==> src/rtl/modular_inverse_unit_core_defines.svh <==
// Assertion macros shared by the modular inverse unit RTL.
`ifndef MODULAR_INVERSE_UNIT_CORE_DEFINES_SVH
`define MODULAR_INVERSE_UNIT_CORE_DEFINES_SVH

`ifndef SYNTH
// Same-cycle implication, sampled on clk, off during reset
`define MIU_ASSERT_NOW(lbl, ant, cons, msg) \
	lbl: assert property (@(posedge clk) disable iff (!arst_n) (ant) |-> (cons)) \
		else $error(msg);
// Next-cycle implication, sampled on clk, off during reset
`define MIU_ASSERT_NEXT(lbl, ant, cons, msg) \
	lbl: assert property (@(posedge clk) disable iff (!arst_n) (ant) |=> (cons)) \
		else $error(msg);
`else
`define MIU_ASSERT_NOW(lbl, ant, cons, msg)
`define MIU_ASSERT_NEXT(lbl, ant, cons, msg)
`endif

`endif

==> src/rtl/miu_pkg.sv <==
// Shared types for the modular inverse unit.
package miu_pkg;

	// Sequencer states of the Euclid engine
	typedef enum logic [2:0] {
		ST_IDLE,
		ST_REDUCE,
		ST_CHECK,
		ST_ALIGN,
		ST_SUB,
		ST_FINISH
	} miu_state_t;

	// Control from the top level into the engine
	typedef struct packed {
		logic start;
		logic res_ready;
	} miu_ctrl_t;

	// Status from the engine back to the top level
	typedef struct packed {
		logic idle;
		logic res_valid;
		logic has_inverse;
	} miu_stat_t;

endpackage

==> src/rtl/miu_if.sv <==
// Valid/ready channel interfaces of the modular inverse unit.
interface miu_req_if #(parameter int WIDTH = 32);
	logic             valid;
	logic             ready;
	logic [WIDTH-2:0] value;
	modport source (output valid, output value, input ready);
	modport sink (input valid, input value, output ready);
endinterface

interface miu_rsp_if #(parameter int WIDTH = 32);
	logic             valid;
	logic             ready;
	logic [WIDTH-2:0] inverse;
	logic             has_inverse;
	modport source (output valid, output inverse, output has_inverse, input ready);
	modport sink (input valid, input inverse, input has_inverse, output ready);
endinterface

interface miu_cfg_if #(parameter int WIDTH = 32);
	logic             valid;
	logic             ready;
	logic [WIDTH-2:0] data;
	modport source (output valid, output data, input ready);
	modport sink (input valid, input data, output ready);
endinterface

==> src/rtl/miu_engine.sv <==
// Shift-subtract extended Euclid engine: serial reduction, then quotient bit by bit.
module miu_engine #(
	parameter int WIDTH = 32
) (
	input  logic               clk,
	input  logic               arst_n,
	input  miu_pkg::miu_ctrl_t ctrl,
	input  logic [WIDTH-2:0]   value,
	input  logic [WIDTH-2:0]   modulus,
	output miu_pkg::miu_stat_t stat,
	output logic [WIDTH-2:0]   inverse
);
	import miu_pkg::*;

	localparam int N  = WIDTH - 1;
	localparam int JW = $clog2(N);
	localparam logic [JW-1:0] CNT_LAST = JW'(N - 1);

	miu_state_t       state_q, state_d;
	logic [N-1:0]     a_q, b_q, d_q;
	logic [WIDTH-1:0] yp_q, yc_q, t_q;
	logic [JW-1:0]    cnt_q;

	logic [N:0]       rem_sh;
	logic             rem_ge;
	logic [N-1:0]     rem_nx;
	logic [N:0]       d_dbl;
	logic             grow;
	logic             sub_ge;
	logic [N-1:0]     a_sub;
	logic [WIDTH-1:0] t_nx;
	logic [WIDTH-1:0] y_fix;
	logic             has_inv;

	// Reduction step: shift one bit of the value into the remainder
	assign rem_sh = {b_q, a_q[N-1]};
	assign rem_ge = rem_sh >= {1'b0, modulus};
	assign rem_nx = rem_ge ? N'(rem_sh - {1'b0, modulus}) : rem_sh[N-1:0];

	// Alignment: double the divisor while it still fits under the dividend
	assign d_dbl = {d_q, 1'b0};
	assign grow  = !d_q[N-1] && (d_dbl <= {1'b0, a_q});

	// Division step: one quotient bit, Horner accumulation of q * y
	assign sub_ge = a_q >= d_q;
	assign a_sub  = sub_ge ? a_q - d_q : a_q;
	assign t_nx   = {t_q[WIDTH-2:0], 1'b0} + (sub_ge ? yc_q : '0);

	// Fold a negative coefficient into range and qualify the result
	assign y_fix   = yp_q[WIDTH-1] ? yp_q + WIDTH'(modulus) : yp_q;
	assign has_inv = (a_q == N'(1)) && (modulus[N-1:1] != '0);

	// Next state
	always_comb begin
		state_d = state_q;
		case (state_q)
			ST_IDLE: begin
				if (ctrl.start) state_d = ST_REDUCE;
			end
			ST_REDUCE: begin
				if (cnt_q == '0) state_d = ST_CHECK;
			end
			ST_CHECK: begin
				state_d = (b_q == '0) ? ST_FINISH : ST_ALIGN;
			end
			ST_ALIGN: begin
				if (!grow) state_d = ST_SUB;
			end
			ST_SUB: begin
				if (cnt_q == '0) state_d = ST_CHECK;
			end
			ST_FINISH: begin
				if (ctrl.res_ready) state_d = ST_IDLE;
			end
			default: begin
				state_d = ST_IDLE;
			end
		endcase
	end

	// Outputs
	always_comb begin
		stat.idle        = 1'b0;
		stat.res_valid   = 1'b0;
		stat.has_inverse = has_inv;
		inverse          = has_inv ? y_fix[N-1:0] : '0;
		case (state_q)
			ST_IDLE: begin
				stat.idle = 1'b1;
			end
			ST_FINISH: begin
				stat.res_valid = 1'b1;
			end
			default: begin
				stat.idle      = 1'b0;
				stat.res_valid = 1'b0;
			end
		endcase
	end

	// State register
	always_ff @(posedge clk or negedge arst_n) begin
		if (!arst_n) begin
			state_q <= ST_IDLE;
		end else begin
			state_q <= state_d;
		end
	end

	// Datapath registers
	always_ff @(posedge clk) begin
		case (state_q)
			ST_IDLE: begin
				// load the value into the shift register, clear the remainder
				if (ctrl.start) begin
					a_q   <= value;
					b_q   <= '0;
					cnt_q <= CNT_LAST;
				end
			end
			ST_REDUCE: begin
				b_q <= rem_nx;
				if (cnt_q == '0) begin
					a_q  <= modulus;
					yp_q <= '0;
					yc_q <= WIDTH'(1);
				end else begin
					a_q   <= {a_q[N-2:0], 1'b0};
					cnt_q <= cnt_q - 1'b1;
				end
			end
			ST_CHECK: begin
				d_q   <= b_q;
				t_q   <= '0;
				cnt_q <= '0;
			end
			ST_ALIGN: begin
				if (grow) begin
					d_q   <= d_dbl[N-1:0];
					cnt_q <= cnt_q + 1'b1;
				end
			end
			ST_SUB: begin
				t_q <= t_nx;
				if (cnt_q == '0) begin
					// quotient done: rotate remainders and coefficients
					a_q  <= b_q;
					b_q  <= a_sub;
					yp_q <= yc_q;
					yc_q <= yp_q - t_nx;
				end else begin
					a_q   <= a_sub;
					d_q   <= {1'b0, d_q[N-1:1]};
					cnt_q <= cnt_q - 1'b1;
				end
			end
			default: begin
				// hold
			end
		endcase
	end

endmodule

==> src/rtl/modular_inverse_unit_core.sv <==
// Top level of the modular inverse unit: channels, modulus register, result register.
//
//  channel  dir  payload                  item moves when
//  req      in   value                    req.valid && req.ready
//  rsp      out  inverse, has_inverse     rsp.valid && rsp.ready
//  cfg      in   data (modulus)           cfg.valid && cfg.ready
//
// One item at a time: serial reduction of the value, then per Euclid quotient q a check
// step plus align and subtract steps over the bits of q, a last check step and
// a hand-over of the result in the finish state.
// Reset clears the sequencer and the result valid flag and sets the modulus to 2.
// A held result does not block req: the next item is taken while rsp stalls.
`include "modular_inverse_unit_core_defines.svh"

module modular_inverse_unit_core #(
	parameter int WIDTH = 32
) (
	input logic        clk,
	input logic        arst_n,
	miu_req_if.sink    req,
	miu_rsp_if.source  rsp,
	miu_cfg_if.sink    cfg
);
	import miu_pkg::*;

	localparam int N = WIDTH - 1;

	logic [N-1:0] modulus_q;
	miu_ctrl_t    ctrl;
	miu_stat_t    stat;
	logic [N-1:0] eng_inverse;
	logic         rsp_valid_q;
	logic [N-1:0] inverse_q;
	logic         has_inverse_q;

	// Modulus register
	assign cfg.ready = 1'b1;
	always_ff @(posedge clk or negedge arst_n) begin
		if (!arst_n) begin
			modulus_q <= N'(2);
		end else if (cfg.valid && cfg.ready) begin
			modulus_q <= cfg.data;
		end
	end

	// Engine handshakes
	assign req.ready      = stat.idle;
	assign ctrl.start     = req.valid && req.ready;
	assign ctrl.res_ready = !rsp_valid_q || rsp.ready;

	miu_engine #(
		.WIDTH (WIDTH)
	) u_engine (
		.clk     (clk),
		.arst_n  (arst_n),
		.ctrl    (ctrl),
		.value   (req.value),
		.modulus (modulus_q),
		.stat    (stat),
		.inverse (eng_inverse)
	);

	// Result register: load when free or being drained, drop when taken
	always_ff @(posedge clk or negedge arst_n) begin
		if (!arst_n) begin
			rsp_valid_q <= 1'b0;
		end else if (ctrl.res_ready) begin
			rsp_valid_q <= stat.res_valid;
		end
	end

	always_ff @(posedge clk) begin
		if (ctrl.res_ready && stat.res_valid) begin
			inverse_q     <= eng_inverse;
			has_inverse_q <= stat.has_inverse;
		end
	end

	assign rsp.valid       = rsp_valid_q;
	assign rsp.inverse     = inverse_q;
	assign rsp.has_inverse = has_inverse_q;

	// Checks
	`MIU_ASSERT_NEXT(a_busy_after_accept, req.valid && req.ready, !stat.idle, "engine idle after accept")
	`MIU_ASSERT_NOW(a_zero_when_none, rsp.valid && !rsp.has_inverse, rsp.inverse == '0, "nonzero inverse without flag")
	`MIU_ASSERT_NOW(a_nonzero_when_found, rsp.valid && rsp.has_inverse, rsp.inverse != '0, "flagged inverse is zero")

endmodule
==> src/flat_wrapper.sv <==
// flat-port wrapper written by rule: the top's interface ports become plain ports
module modular_inverse_unit_core_flat import miu_pkg::*;
#(
	parameter int WIDTH = 32
)
  (clk, arst_n, req_valid, req_value, req_ready, rsp_valid, rsp_inverse, rsp_has_inverse, rsp_ready, cfg_valid, cfg_data, cfg_ready);
  miu_req_if #(.WIDTH(WIDTH)) req_i ();
  miu_rsp_if #(.WIDTH(WIDTH)) rsp_i ();
  miu_cfg_if #(.WIDTH(WIDTH)) cfg_i ();
  input logic clk;
  input logic arst_n;
  input wire logic [$bits(req_i.valid)-1:0] req_valid;
  input wire logic [$bits(req_i.value)-1:0] req_value;
  output wire logic [$bits(req_i.ready)-1:0] req_ready;
  output wire logic [$bits(rsp_i.valid)-1:0] rsp_valid;
  output wire logic [$bits(rsp_i.inverse)-1:0] rsp_inverse;
  output wire logic [$bits(rsp_i.has_inverse)-1:0] rsp_has_inverse;
  input wire logic [$bits(rsp_i.ready)-1:0] rsp_ready;
  input wire logic [$bits(cfg_i.valid)-1:0] cfg_valid;
  input wire logic [$bits(cfg_i.data)-1:0] cfg_data;
  output wire logic [$bits(cfg_i.ready)-1:0] cfg_ready;
  assign req_i.valid = req_valid;
  assign req_i.value = req_value;
  assign req_ready = req_i.ready;
  assign rsp_valid = rsp_i.valid;
  assign rsp_inverse = rsp_i.inverse;
  assign rsp_has_inverse = rsp_i.has_inverse;
  assign rsp_i.ready = rsp_ready;
  assign cfg_i.valid = cfg_valid;
  assign cfg_i.data = cfg_data;
  assign cfg_ready = cfg_i.ready;
  modular_inverse_unit_core #(.WIDTH(WIDTH)) u_core (.clk(clk), .arst_n(arst_n), .req(req_i), .rsp(rsp_i), .cfg(cfg_i));
endmodule
==> config.mk <==
export PLATFORM = sky130hd
export DESIGN_NAME = modular_inverse_unit_core_flat
export DESIGN_NICKNAME = d
export VERILOG_FILES = /design/src/rtl/miu_pkg.sv /design/src/rtl/miu_if.sv /design/src/rtl/miu_engine.sv /design/src/rtl/modular_inverse_unit_core.sv /design/src/flat_wrapper.sv
export VERILOG_INCLUDE_DIRS = /design/src /design/src/rtl
export SDC_FILE = /design/constraint.sdc
export NUM_CORES = 1
export LEC_CHECK = 0
export ABC_AREA = 1
export ABC_CLOCK_PERIOD_IN_PS = 9100
export BUFFER_PORTS_ARGS = -buffer_cell sky130_fd_sc_hd__buf_2
export CAP_MARGIN = 25
export CORE_ASPECT_RATIO = 1.75
export CORE_MARGIN = 2
export CORE_UTILIZATION = 55
export DETAILED_ROUTE_END_ITERATION = 6
export PLACE_DENSITY = 0.72
export SLEW_MARGIN = 5
export SYNTH_ARGS = -nofsm -noshare
export SYNTH_HDL_FRONTEND = slang
export SYNTH_HIERARCHICAL = 1
export SYNTH_SLANG_ARGS = --single-unit
==> constraint.sdc <==
create_clock -name clk -period 9.1 [get_ports clk]
set_input_delay 1.82 -clock clk [delete_from_list [all_inputs] [get_ports clk]]
set_output_delay 1.82 -clock clk [all_outputs]
set_load 0.05 [all_outputs]
==> results.cfg, run 1 <==
[detailed_routing]
ant_nets = 0
drc = 0
wl_per_cell_um = 23.7
viasPerCell = 6.20
first_pass_iters = 6
vias = 23400
drtIter0Drc = 2286
wirelength_um = 89500

[global_route]
grt_pass1_wl_um = 132000
grtUsageTotal = 0.412
met3_usage = 0.0926
grt_pass1_vias = 23500
antenna_found_initial = 3
grt_max_degree = 73
overflow = 0
grt_busiest_layer = met2
grt.met2_usage = 0.721
grtUsageMet1 = 0.383

[placement]
io_buffers = 100
place_hpwl_um = 69300
place_congestion = 1.06
numPlacedInstances = 3722

[critical_path]
required_ps = 9440
crit_path_frequent_cell = nand2_1
critPathMaxStageDelay_ps = 470
crit_type = reg -> reg
r2r_slack_ps = 2290
cp.arrival_ps = 7150
start_kind = flop
crit_fanout = 32
crit_path_end_kind = flop
slowest_stage = edfxtp_1

[clock_network]
cts_resized = 0
clk_path_buf_depth = 3
cts_sinks = 260
cts-root-buf = clkbuf_16
path_clk_slew_ps = 70
clock_latency_ps = 590
hold_buffers = 0
cts_setup_buffers = 0
cts_buffers = 28
cts_tree = done
cts_htree_levels = 1

[layout]
nFillCells = 3827
area_growth_pct = 9.20
multi_input_area_sq_um = 13000
fin_nets = 3445
final_core_utilization = 0.607
stdcell_count = 3775
antenna_cells = 0
register_area_sq_um = 7630
drive_above_1_share = 0.0952

[floorplanning]
initial_core_util = 0.556
die_h_um = 273
dieWidth_um = 158
rows = 98
die_area_sq_um = 43000
ios = 102
placeableCoreArea_sq_um = 40800

[sta]
grt_setup_unrepaired = no
holdWs_ps = 533
hold_viol = 0
slew_viol_final = 0
max_slew_margin = 0.218
final.min_clock_period_ps = 6810
period_share = 0.748
finalSetupViolations = 0
max_freq_ghz = 0.147
tightest_slew_ps = 1160
fin_tns_setup_ps = 0
finalClockSkew_ps = 26.0

[synth]
synthXorXnorAreaFrac = 0.0293
synth_compound_area_frac = 0.176
syn-num-nets = 3368
synth_adder_area_share = 0.0985
yosys.area_share.simple = 0.266
postSynthCellCount = 3126
synth_mux_area_frac = 0
synth_seq_cells = 260
netlist_area_sq_um = 22700
yosysSeqAreaShare = 0.336
ys_types = 59
avgSynthCellArea_sq_um = 7.26
synth_top_family_by_area = simple AND/OR/NAND/NOR gates
yosys_warnings = 6

[hold_path]
min_path_type = reg -> reg

[job]
maxCapViolCount = 0

[outcome]
status = finished, final reports clean
-- routing by layer --
metal | share of wire | vias up
met5 | 0.00030 | -
met4 | 0.12 | 4
met3 | 0.081 | 512
met2 | 0.49 | 1342
met1 | 0.31 | 10800
li1 | - | 10700
-- placed cells by master, fill, tap and decap left out, drive strengths merged, types with 23 or more instances in the layout --
cell,netlist,final
nor2,339,339
edfxtp,225,225
o221ai,34,34
nor4,23,23
a21oi,265,265
o211ai,23,23
inv,460,462
nand3,151,151
ha,169,169
clkbuf,43,40
xnor2,41,41
buf,33,123
o21ai,260,260
xor2,35,35
o2111ai,24,24
dfrtp,34,34
nand2,766,766
nand4,57,57
nor3,29,29
-- synth_stat cells (all sizes together) --
| cell | instances | area share |
|---|---|---|
| nand2 | 766 | 0.13 |
| inv | 460 | 0.076 |
| nor2 | 339 | 0.060 |
| a21oi | 265 | 0.059 |
| o21ai | 260 | 0.062 |
| edfxtp | 225 | 0.30 |
| ha | 169 | 0.093 |
| nand3 | 151 | 0.037 |
| nand4 | 57 | 0.016 |
| clkbuf | 43 | 0.0071 |
| xnor2 | 41 | 0.016 |
| xor2 | 35 | 0.014 |
| dfrtp | 34 | 0.037 |
| o221ai | 34 | 0.013 |
| buf | 33 | 0.010 |
| nor3 | 29 | 0.0068 |
| o2111ai | 24 | 0.0093 |
| nor4 | 23 | 0.0063 |
| o211ai | 23 | 0.0076 |
| a21o | 20 | 0.0066 |
| a31oi | 16 | 0.0044 |
| nand3b | 13 | 0.0048 |
| o21a | 11 | 0.0036 |
| o21bai | 11 | 0.0036 |
| or2 | 7 | 0.0019 |
| fa | 6 | 0.0053 |
| a211oi | 5 | 0.0017 |
| o22ai | 5 | 0.0014 |
| a21boi | 4 | 0.0013 |
| and2 | 3 | 0.00083 |
| o31ai | 3 | 0.00099 |
| a31o | 2 | 0.00077 |
| nor3b | 2 | 0.00066 |
| and3b | 1 | 0.00039 |
| clkinv | 1 | 0.00017 |
| conb | 1 | 0.00017 |
| dfstp | 1 | 0.0012 |
| nor4b | 1 | 0.00039 |
| o311ai | 1 | 0.00039 |
| or4 | 1 | 0.00033 |
-- cell families (layout without fill, tap and decap cells) --
kind of cell | after synthesis | after routing
buffers and inverters | 537 | 636
xor gates and xnor gates | 76 | 76
other | 1 | 1
and+or+nand+nor | 1393 | 1393
DFF | 260 | 260
adders and majority gates | 175 | 175
AOI/OAI and AO/OA | 684 | 684
-- worst max-delay path: cells and delay by family, from the launching register on --
kind                       cells  cell delay (ps)
DFF                            1              470
AOI/OAI and AO/OA              5             1330
adders and majority gates      4             1440
xor gates and xnor gates       1              280
and+or+nand+nor               17             2240
buffers and inverters          3              740
-- state kept, by name, summed over array words and instances, names as in the netlist --
register and flops:
u_core/u_engine/d_q 31, u_core/u_engine/b_q 31, u_core/u_engine/state_q 3, u_core/rsp.has_inverse 1, u_core/u_engine/yc_q 32, u_core/u_engine/cnt_q 5
u_core/rsp.valid 1, u_core/modulus_q 31, u_core/rsp.inverse 31, u_core/u_engine/a_q 31, u_core/u_engine/t_q 31, u_core/u_engine/yp_q 32
-- worst paths after layout --
check,startpoint,end,cells after the start
max in group asynchronous,arst_n,u_core/modulus_q[17]$_DFFE_PN0P_,1
min in group asynchronous,arst_n,u_core/modulus_q[20]$_DFFE_PN0P_,1
hold reg to reg,u_core/modulus_q[1]$_DFFE_PN1P_,u_core/modulus_q[1]$_DFFE_PN1P_,2
hold / removal,u_core/modulus_q[1]$_DFFE_PN1P_,u_core/modulus_q[1]$_DFFE_PN1P_,2
setup / recovery,u_core/u_engine/d_q[1]$_DFFE_PP_,u_core/u_engine/yc_q[22]$_SDFFCE_PN0P_,30
setup reg to reg,u_core/u_engine/d_q[1]$_DFFE_PP_,u_core/u_engine/yc_q[22]$_SDFFCE_PN0P_,30
-- metrics by stage --
step | setup slack [ps] | cell area [sq um]
2_1_floorplan | 4020 | 22700
3_3_place_gp | 2730 | 23700
3_5_place_dp | 2720 | 23700
4_1_cts | 2670 | 24800
5_1_grt | 2100 | 24800
6_report | 2290 | 24800
-- cell type report --
cell class,instances,share of cell area
Clock buffer,40,0.0372
Sequential cell,260,0.308
Timing Repair Buffer,123,0.0280
Clock inverter,12,0.00535
Tap cell,550,0.0278
Inverter,461,0.0699
Multi-Input combinational cell,2329,0.524
Power of run 1 is not shown: default switching activity piles up to over one toggle a cycle in this logic, so the estimate is an artifact.
==> run 2: changes to the inputs <==
Settings changed: ABC_CLOCK_PERIOD_IN_PS 9100 to 6500.
Clock period 9.1 ns to 6.5 ns, I/O delays scaled along.
==> run 2 against run 1 <==
Effect of this change: the run now ends with design-rule violations left; sequential share of layout area grew 0.16 points; global-route usage shrank 2.6 points; critical path depth decreased by 1; register-to-register slack worse by 2200 ps; clock-buffer cell count down 9; sequential cell count stayed put; non-clock buffer count increased by 6; core utilization shrank 0.31 points; critical path type unchanged.
==> results.cfg, run 2 (synthesis gave the netlist of run 1 again) <==
[detailed_routing]
viasPerCell = 5.96
wirelength_um = 83300
vias = 22500
drc = 1
drtIter0Drc = 1842
first_pass_iters = 7
ant_nets = 0
wl_per_cell_um = 22.0

[clock_network]
path_clk_slew_ps = 70
cts-root-buf = clkbuf_16
clk_path_buf_depth = 3
cts_tree = done
cts_buffers = 28
hold_buffers = 0
clock_latency_ps = 570
cts_sinks = 260
cts_htree_levels = 1

[layout]
antenna_cells = 0
top_regs = u_core/u_engine/yc_q: 32 flops, u_core/u_engine/yp_q: 32 flops
drive_above_1_share = 0.0957
area_growth_pct = 8.63
final_core_utilization = 0.604
final_cell_mix = nand2_1 (728), inv_1 (453), nor2_1 (314)
layout_commonest_cell = nand2_1
fin_nets = 3451

[sta]
finalClockSkew_ps = 15.3
max_slew_margin = 0.232
hold_viol = 0
final.min_clock_period_ps = 6430
slew_viol_final = 0
fin_tns_setup_ps = 0
tightest_slew_ps = 1140
finalSetupViolations = 0
period_share = 0.990
max_freq_ghz = 0.155

[placement]
place_hpwl_um = 67400
place_congestion = 1.05
io_buffers = 100

[outcome]
status = complete, but fails checks
violations = design-rule violations

[critical_path]
reg2reg_depth = 29
start_kind = flop
cp.depth = 29
path_delay_family = simple AND/OR/NAND/NOR gates
crit_buf_inv = 4
cp.arrival_ps = 6760
crit_path_end_kind = flop
slowest_stage = o21ai_0
required_ps = 6830
critPathMaxStageDelay_ps = 500
crit_type = reg -> reg
crit_fanout = 19
crit_path_frequent_cell = nand2_1

[global_route]
antenna_found_initial = 1
overflow = 0
grt_max_degree = 73
grt_pass1_vias = 22500
grt_pass1_wl_um = 125000
grtUsageTotal = 0.386

[hold_path]
holdPathStages = 2
min_path_type = reg -> reg

[job]
maxCapViolCount = 0

[floorplanning]
placeableCoreArea_sq_um = 40800
rows = 98
dieWidth_um = 158
initial_core_util = 0.556
die_h_um = 273
ios = 102
die_area_sq_um = 43000
## run 2: area by class of cell
type	instances	area, sq um
fillers	3908	16200
multi-input cells	2329	13000
flip-flops and latches	260	7630
inverters	461	1740
repair buffers	129	738
clock buffers	31	733
well taps	550	688
clock inverters	20	128
## run 2: metrics by stage
stage | std cells | worst slack, ps | area (sq um) | hold slack (ps)
floorplan | 3126 | 1420 | 22700 | 477
global placement | 3724 | 389 | 23700 | 509
detailed placement | 3724 | 296 | 23700 | 511
CTS | 3775 | 270 | 24600 | 523
global route | 3780 | -23.1 | 24700 | 538
finish | 3780 | 67.7 | 24700 | 520
## run 2: path summary, 6_finish.rpt
kind / from / endpoint / slack, ps
setup / recovery: u_core/u_engine/d_q[1]$_DFFE_PP_ / u_core/u_engine/yc_q[24]$_SDFFCE_PN0P_ / 70
hold / removal: u_core/modulus_q[1]$_DFFE_PN1P_ / u_core/modulus_q[1]$_DFFE_PN1P_ / 520
setup reg to reg: u_core/u_engine/d_q[1]$_DFFE_PP_ / u_core/u_engine/yc_q[24]$_SDFFCE_PN0P_ / 70
hold reg to reg: u_core/modulus_q[1]$_DFFE_PN1P_ / u_core/modulus_q[1]$_DFFE_PN1P_ / 520
max in group asynchronous: arst_n / u_core/modulus_q[22]$_DFFE_PN0P_ / 5110
min in group asynchronous: arst_n / u_core/modulus_q[0]$_DFFE_PN0P_ / 830
## run 2: what timing repair did
item                       CTS  global route
setup endpoints to repair    0             9
resized for setup            0             7
buffers inserted             0             4
hold endpoints to repair     0             0
## run 2: worst register-to-register path, delay by kind of cell, from the launching register on
kind                       cells  cell delay (ps)
and+or+nand+nor               20             3470
AOI/OAI and AO/OA              3              830
buffers and inverters          4              790
adders and majority gates      2              680
DFF                            1              420
## run 2: routing by layer
| layer | vias to the layer above | wire length [um] | share of wire | track usage |
|---|---|---|---|---|
| met5 | - | 9 | 0.00011 | 0 |
| met4 | 2 | 9300 | 0.11 | 0.352 |
| met3 | 367 | 4810 | 0.058 | 0.0509 |
| met2 | 940 | 42700 | 0.51 | 0.701 |
| met1 | 10400 | 26500 | 0.32 | 0.370 |
| li1 | 10800 | - | - | - |
Power of run 2 is left out for the same reason.
